[config.mk]
export PLATFORM = sky130hd
export DESIGN_NAME = multi_channel_timer_bank
export DESIGN_NICKNAME = d
export VERILOG_FILES = /design/src/sv/mctb_pkg.sv /design/src/sv/multi_channel_timer_bank.sv
export SDC_FILE = /design/constraint.sdc
export NUM_CORES = 2
export LEC_CHECK = 0
export BUFFER_PORTS_ARGS = -buffer_cell sky130_fd_sc_hd__buf_2
export CAP_MARGIN = 20
export CELL_PAD_IN_SITES_DETAIL_PLACEMENT = 0
export CELL_PAD_IN_SITES_GLOBAL_PLACEMENT = 1
export CORE_ASPECT_RATIO = 1.25
export CORE_MARGIN = 4
export CORE_UTILIZATION = 53
export DETAILED_ROUTE_END_ITERATION = 8
export PLACE_DENSITY = 0.85
export SETUP_SLACK_MARGIN = 0.5
export SYNTH_ARGS = -nofsm -noshare
export SYNTH_HDL_FRONTEND = slang
export SYNTH_SLANG_ARGS = --single-unit
[constraint.sdc]
create_clock -name clk -period 10.65 [get_ports clk]
set_clock_uncertainty 0.2 [all_clocks]
set_input_delay 0.5325 -clock clk [delete_from_list [all_inputs] [get_ports clk]]
set_output_delay 0.5325 -clock clk [all_outputs]
set_load 0.01 [all_outputs]
[src/sv/mctb_pkg.sv]
// mctb_pkg: shared types and codes for the multi-channel timer bank.
// Holds the command/result item structs and the operation codes.
// No dependencies.
`timescale 1ns / 1ps

package mctb_pkg;

    // Operation codes carried in the command item
    typedef enum logic [2:0] {
        OP_TICK         = 3'd0,
        OP_CONFIGURE    = 3'd1,
        OP_REMOVE       = 3'd2,
        OP_START        = 3'd3,
        OP_STOP         = 3'd4,
        OP_RESTART      = 3'd5,
        OP_SET_INTERVAL = 3'd6,
        OP_SERVICE_ACK  = 3'd7
    } op_t;

    // Mode bit positions inside a channel's mode field
    localparam int MODE_PERIODIC  = 0;
    localparam int MODE_INTERRUPT = 1;
    localparam int MODE_PRECISE   = 2;

    typedef struct packed {
        logic [2:0]  operation;
        logic [2:0]  channel;
        logic [31:0] interval;
        logic        periodic;
        logic        interrupt_mode;
        logic        precise;
    } cmd_t;

    typedef struct packed {
        logic [7:0]  expired_mask;
        logic [7:0]  callback_mask;
        logic [7:0]  done_mask;
        logic [7:0]  running_mask;
        logic [63:0] tick_count;
    } result_t;

endpackage

[src/sv/multi_channel_timer_bank.sv]
// multi_channel_timer_bank: bank of countdown timer channels driven by one tick.
// Depends on mctb_pkg for the item structs and operation codes.
//
// Usage:
//   An item (tick or channel command) is presented on command and taken at a
//   rising edge with start high and busy low. busy stays low: the bank takes
//   one item every cycle.
//   Each item yields exactly one result item on result, flagged by done for a
//   single cycle. The item passes through the command register, then the
//   per-channel update into the result register. All channels update in
//   parallel in that step, so the count/reload decrement-and-compare of one
//   channel sets the cycle time.
//   The receiver cannot stall; results must be taken in the cycle they appear.
//   Reset (rst_n low) clears all channels, the tick counter, and any item in
//   flight. Commands to a channel at or above CHANNELS do nothing; channels
//   above seven cannot be addressed and do not show in the 8-bit masks.
`timescale 1ns / 1ps

module multi_channel_timer_bank
    import mctb_pkg::*;
#(
    parameter int CHANNELS = 8
)
(
    input  logic    clk,
    input  logic    rst_n,
    input  logic    start,
    output logic    busy,
    input  cmd_t    command,
    output logic    done,
    output result_t result
);

    localparam int MASK_W = (CHANNELS > 8) ? CHANNELS : 8;

    // Command register
    cmd_t cmd_reg;
    logic cmd_valid_reg;

    // Channel state
    logic [CHANNELS-1:0] alloc_reg,  alloc_next;
    logic [CHANNELS-1:0] active_reg, active_next;
    logic [CHANNELS-1:0] expd_reg,   expd_next;
    logic [31:0]         count_reg  [CHANNELS], count_next  [CHANNELS];
    logic [31:0]         reload_reg [CHANNELS], reload_next [CHANNELS];
    logic [2:0]          mode_reg   [CHANNELS], mode_next   [CHANNELS];
    logic [63:0]         ticks_reg, ticks_next;

    // Result register
    result_t result_reg, result_next;
    logic    done_reg;

    logic [CHANNELS-1:0] expired_vec, callback_vec;
    logic [MASK_W-1:0]   expired_ext, callback_ext, done_ext, running_ext;
    logic                is_tick;

    assign busy = 1'b0;

    // Input register: one item per cycle
    always_ff @(posedge clk or negedge rst_n)
    begin
        if (!rst_n)
        begin
            cmd_valid_reg <= 1'b0;
        end
        else
        begin
            cmd_valid_reg <= start & ~busy;
        end
    end

    always_ff @(posedge clk)
    begin
        if (start && !busy)
        begin
            cmd_reg <= command;
        end
    end

    assign is_tick = cmd_valid_reg && (cmd_reg.operation == OP_TICK);

    // Per-channel update
    always_comb
    begin
        logic [31:0] dec;
        logic        sel;
        ticks_next   = is_tick ? ticks_reg + 64'd1 : ticks_reg;
        alloc_next   = alloc_reg;
        active_next  = active_reg;
        expd_next    = expd_reg;
        expired_vec  = '0;
        callback_vec = '0;
        for (int i = 0; i < CHANNELS; i++)
        begin
            count_next[i]  = count_reg[i];
            reload_next[i] = reload_reg[i];
            mode_next[i]   = mode_reg[i];
            dec            = count_reg[i] - 32'd1;
            sel            = cmd_valid_reg && (int'(cmd_reg.channel) == i);

            if (is_tick)
            begin
                if (alloc_reg[i] && active_reg[i])
                begin
                    count_next[i] = dec;
                    if (dec == 32'd0)
                    begin
                        expd_next[i]   = 1'b1;
                        expired_vec[i] = 1'b1;
                        if (mode_reg[i][MODE_INTERRUPT])
                        begin
                            if (mode_reg[i][MODE_PERIODIC])
                                count_next[i] = reload_reg[i];
                            else
                                active_next[i] = 1'b0;
                            callback_vec[i] = 1'b1;
                        end
                        else if (mode_reg[i][MODE_PERIODIC])
                        begin
                            count_next[i] = reload_reg[i];
                            if (!mode_reg[i][MODE_PRECISE])
                                active_next[i] = 1'b0;
                        end
                        else
                        begin
                            active_next[i] = 1'b0;
                        end
                    end
                end
            end
            else if (sel && cmd_reg.operation == OP_CONFIGURE)
            begin
                alloc_next[i]  = 1'b1;
                active_next[i] = 1'b0;
                expd_next[i]   = 1'b0;
                reload_next[i] = cmd_reg.interval;
                count_next[i]  = cmd_reg.interval;
                mode_next[i]   = {cmd_reg.precise, cmd_reg.interrupt_mode,
                                  cmd_reg.periodic};
            end
            else if (sel && alloc_reg[i])
            begin
                case (cmd_reg.operation)
                    OP_REMOVE:
                    begin
                        alloc_next[i]  = 1'b0;
                        active_next[i] = 1'b0;
                        expd_next[i]   = 1'b0;
                    end
                    OP_START:
                    begin
                        if (count_reg[i] == 32'd0)
                            count_next[i] = reload_reg[i];
                        active_next[i] = 1'b1;
                        expd_next[i]   = 1'b0;
                    end
                    OP_STOP:
                    begin
                        active_next[i] = 1'b0;
                        expd_next[i]   = 1'b0;
                    end
                    OP_RESTART:
                    begin
                        count_next[i]  = reload_reg[i];
                        active_next[i] = 1'b1;
                        expd_next[i]   = 1'b0;
                    end
                    OP_SET_INTERVAL:
                    begin
                        reload_next[i] = cmd_reg.interval;
                    end
                    OP_SERVICE_ACK:
                    begin
                        // main-loop handling of a service-mode expiry
                        if (!mode_reg[i][MODE_INTERRUPT] && expd_reg[i])
                        begin
                            expd_next[i]    = 1'b0;
                            callback_vec[i] = 1'b1;
                            if (!mode_reg[i][MODE_PERIODIC])
                                active_next[i] = 1'b0;
                            else if (!mode_reg[i][MODE_PRECISE])
                                active_next[i] = 1'b1;
                        end
                    end
                    default:
                    begin
                    end
                endcase
            end
        end
    end

    // Result assembly: only channels 0..7 show in the masks
    always_comb
    begin
        expired_ext  = MASK_W'(expired_vec);
        callback_ext = MASK_W'(callback_vec);
        done_ext     = MASK_W'(expd_next);
        running_ext  = MASK_W'(active_next);
        result_next.expired_mask  = expired_ext[7:0];
        result_next.callback_mask = callback_ext[7:0];
        result_next.done_mask     = done_ext[7:0];
        result_next.running_mask  = running_ext[7:0];
        result_next.tick_count    = ticks_next;
    end

    // State and result registers
    always_ff @(posedge clk or negedge rst_n)
    begin
        if (!rst_n)
        begin
            alloc_reg  <= '0;
            active_reg <= '0;
            expd_reg   <= '0;
            ticks_reg  <= '0;
            done_reg   <= 1'b0;
            for (int i = 0; i < CHANNELS; i++)
            begin
                count_reg[i]  <= '0;
                reload_reg[i] <= '0;
                mode_reg[i]   <= '0;
            end
        end
        else
        begin
            alloc_reg  <= alloc_next;
            active_reg <= active_next;
            expd_reg   <= expd_next;
            ticks_reg  <= ticks_next;
            done_reg   <= cmd_valid_reg;
            for (int i = 0; i < CHANNELS; i++)
            begin
                count_reg[i]  <= count_next[i];
                reload_reg[i] <= reload_next[i];
                mode_reg[i]   <= mode_next[i];
            end
        end
    end

    always_ff @(posedge clk)
    begin
        if (cmd_valid_reg)
        begin
            result_reg <= result_next;
        end
    end

    assign done   = done_reg;
    assign result = result_reg;

    // Checks
    a_result_latency: assert property (@(posedge clk) disable iff (!rst_n)
        start |=> ##1 done)
        else $error("accepted item did not produce a result two cycles later");

    a_flags_need_alloc: assert property (@(posedge clk) disable iff (!rst_n)
        ((expd_reg | active_reg) & ~alloc_reg) == '0)
        else $error("done or running flag set on an unallocated channel");

    a_ticks_only_on_tick: assert property (@(posedge clk) disable iff (!rst_n)
        (ticks_reg != $past(ticks_reg)) |->
            ($past(is_tick) && ticks_reg == $past(ticks_reg) + 64'd1))
        else $error("tick counter moved without a tick item");

endmodule
==> results.md <==
* Yosys cell types at 98
* Top post-synthesis cells by count: dfrtp_1 (626), nand2_1 (577), a21oi_1 (415)
* Data arrival, critical path at 5.19 ns
* Rel. slew slack at 0.2213
* Tmin final at 4.859 ns
* Setup TNS at 0 ns
* Maximum clock path buffer count at 3
* Critical Path Sink: count_reg[21]
* Post-synth top area cell: dfrtp_1
* Core area at 0.08055 mm2
* Slew @ Worst Pin at 1.168 ns
* Clk slew on worst S/H paths at 0.06 ns
* Final Core Density at 0.5959
* Chip height at 327.6 um
* CTS tree: done
* Post-Syn Area at 0.04331 mm2
* Die Area at 0.08637 mm2
* Clock root buffer: clkbuf_16
* Antenna violations before repair at 1
* Final hold vios at 0
* H-tree Lvls at 3
* Syn Area/Cell at 9.188 um2
* Drt drc at 0
* Synth-to-layout area growth at 10.83%
* Pwr/cell area at 220.0 mW/mm2
* Routability cong. at 0.9645
* F_max at 0.2058 GHz
* First-pass GRT wire length at 219.6 mm
* Final setup vio count at 0
* FF-to-FF setup slack at 5.79 ns
* Leakage power total at 20.06 nW
* Slew Limit Fails at 0
* RSZ-0062 raised after global routing: false
* Design internal power at 6.565 mW
* Layout cells sized above 1 at 0.1498
* Tcrit/Tclk final at 0.4563
* Die X at 263.7 um
* RR Endpoint: count_reg[21]
* Detailed-route via count at 38350
* Worst setup EP type: register
* Clk_lat worst skew at 0.65 ns
* Hold Path Depth at 1
* Sequential group share of total power at 0.397
* Worst setup path startpoint: cmd_valid_reg
* Flops & latches, synth at 763
* Syn nets at 4782
* Cts bufs inserted at 81
* Worst Path Required at 10.98 ns
* TritonCTS Sinks at 763
* DR WL/cell at 24.21 um
* Ys async rst share at 0.8204
* Drt via density at 6.563
* Max VDD drop at 0.0001694 V
* Initial drt markers at 3662
* Rows at 116
* Post-synth top flop: dfrtp_1
* Vias in the first global route at 37250
* Total power at 10.56 mW
* DRT Wirelength at 141.5 mm
* Hold crit path type: register to register
* Net Sw Power at 3.995 mW
* Gate Count Post-Synth at 4713
* GR Util All Layers at 0.3192
* Critical path type: register to register
* Share of the synthesized area in the top cell type at 0.3617
* Worst-path fanout max at 78
* Combinational Power Share at 0.325
* Nets at 4782
* Post-synthesis sequential area ratio at 0.4567
* Crit start category: register
* Top-count cell post-synth: dfrtp_1
* Outcome: completed
* DRT Pass-1 Iters at 6
* Post-route ant nets at 0
* Grt total ovfl at 0
* Synth warn at 0
* # port buffers at 140
* FF-to-FF Start: cmd_valid_reg
* Top cells by area, synth: dfrtp_1 (36%), edfxtp_1 (9.5%), mux2_2 (6.5%), nand2_1 (5.0%), a21oi_1 (4.8%)
* Post-synth EDFFs at 137
* Clock network power share at 0.278
* HPWL Detailed at 88.64 mm
* Reg2Reg Depth at 11
* Max Cap Viol at 0
* Switching share of total power at 0.3783
* Initial core utilization at 0.5376
* Io pins at 142
* Largest net degree at the start of global routing at 159
## what timing repair did
action                                  CTS  global route
endpoints found under the setup margin    0             0
hold endpoints to repair                120             0
setup buffers                             0             0
hold buffers                             42             0
resized for setup                         0             0
## final cells by class
type / instances / area [um2]
fillers: 7000 / 32560
multi-input cells: 3502 / 21880
flip-flops and latches: 763 / 19780
clock buffers: 98 / 2173
repair buffers: 290 / 2022
well taps: 1062 / 1329
clock inverters: 52 / 526.8
inverters: 75 / 281.5
diodes: 1 / 2.502
## worst min-delay path by stage
| stage | from | to | slack, ns |
|---|---|---|---|
| global route | ticks_reg[63] | ticks_reg[63] | 0.29 |
| CTS | ticks_reg[63] | ticks_reg[63] | 0.26 |
| detailed placement | ticks_reg[63] | ticks_reg[63] | 0.25 |
| global placement | ticks_reg[63] | ticks_reg[63] | 0.24 |
| finish | ticks_reg[63] | ticks_reg[63] | 0.26 |
| floorplan | rst_n | active_reg[0] | 0.04 |
## per-layer routing
layer  vias up  wire (um)  global-route usage
li1      17420          -                   -
met1     18970      57030              0.4178
met2      1637      66540              0.5276
met3       331      10700             0.04772
met4         0       7198              0.1466
met5         -          0                   0
## cells in the final DEF (no fill, tap or decap), drive strengths merged, types with 42 or more instances in the layout
master       netlist  routed
clkbuf           312      98
buf               61     248
inv               75      80
nand3            277     277
dlygate4sd3        0      42
nor4             120     120
dfrtp            626     626
mux2             251     251
nand2            577     577
and3             105     105
nand4             91      91
edfxtp           137     137
nor2             295     295
nor3             157     157
xnor2            121     121
o221ai            67      67
a21oi            415     415
o21ai            250     250
xor2              77      77
## power groups by stage
| stage | Sequential (mW) | Combinational [mW] | Clock [mW] |
|---|---|---|---|
| 2_1_floorplan | 3.92 | 2.66 | 0 |
| 3_3_place_gp | 4.21 | 3.31 | 0 |
| 3_5_place_dp | 4.22 | 3.36 | 0 |
| 4_1_cts | 4.17 | 3.39 | 2.98 |
| 5_1_grt | 4.26 | 3.80 | 3.09 |
| 6_report | 4.19 | 3.43 | 2.93 |
## critical path, cell delays in order, from the launching register on
cell and delay [ns]:
dfrtp_4 0.67, buf_4 0.82, nor4b_2 0.44, buf_4 0.42, and3_1 0.21, buf_4 0.36
nor3_1 0.17, a21oi_2 0.57, buf_4 0.38, nand3_1 0.14, a311oi_1 0.26, nor2_1 0.06
## metrics by stage
step | worst slack [ns] | area (um2) | cells | hold WS (ns)
floorplan | 5.765 | 43310 | 4713 | 0.03691
global placement | 5.891 | 44760 | 5644 | 0.2441
detailed placement | 5.837 | 44870 | 5649 | 0.2485
CTS | 5.835 | 47990 | 5841 | 0.2610
global route | 5.471 | 47990 | 5842 | 0.2901
finish | 5.791 | 48000 | 5843 | 0.2601
## logic make-up (layout without fill, tap and decap cells)
group,Yosys count,in the layout,synth area share
other cells,1,2,0.00008659
fa+ha+maj,25,25,0.007223
xor+xnor,198,198,0.04005
mux,259,259,0.06712
buf+inv,448,515,0.04094
compound gates,1131,1131,0.1663
simple gates,1888,1888,0.2215
flops,763,763,0.4567
No activity file was read; power rests on OpenSTA's default activity.
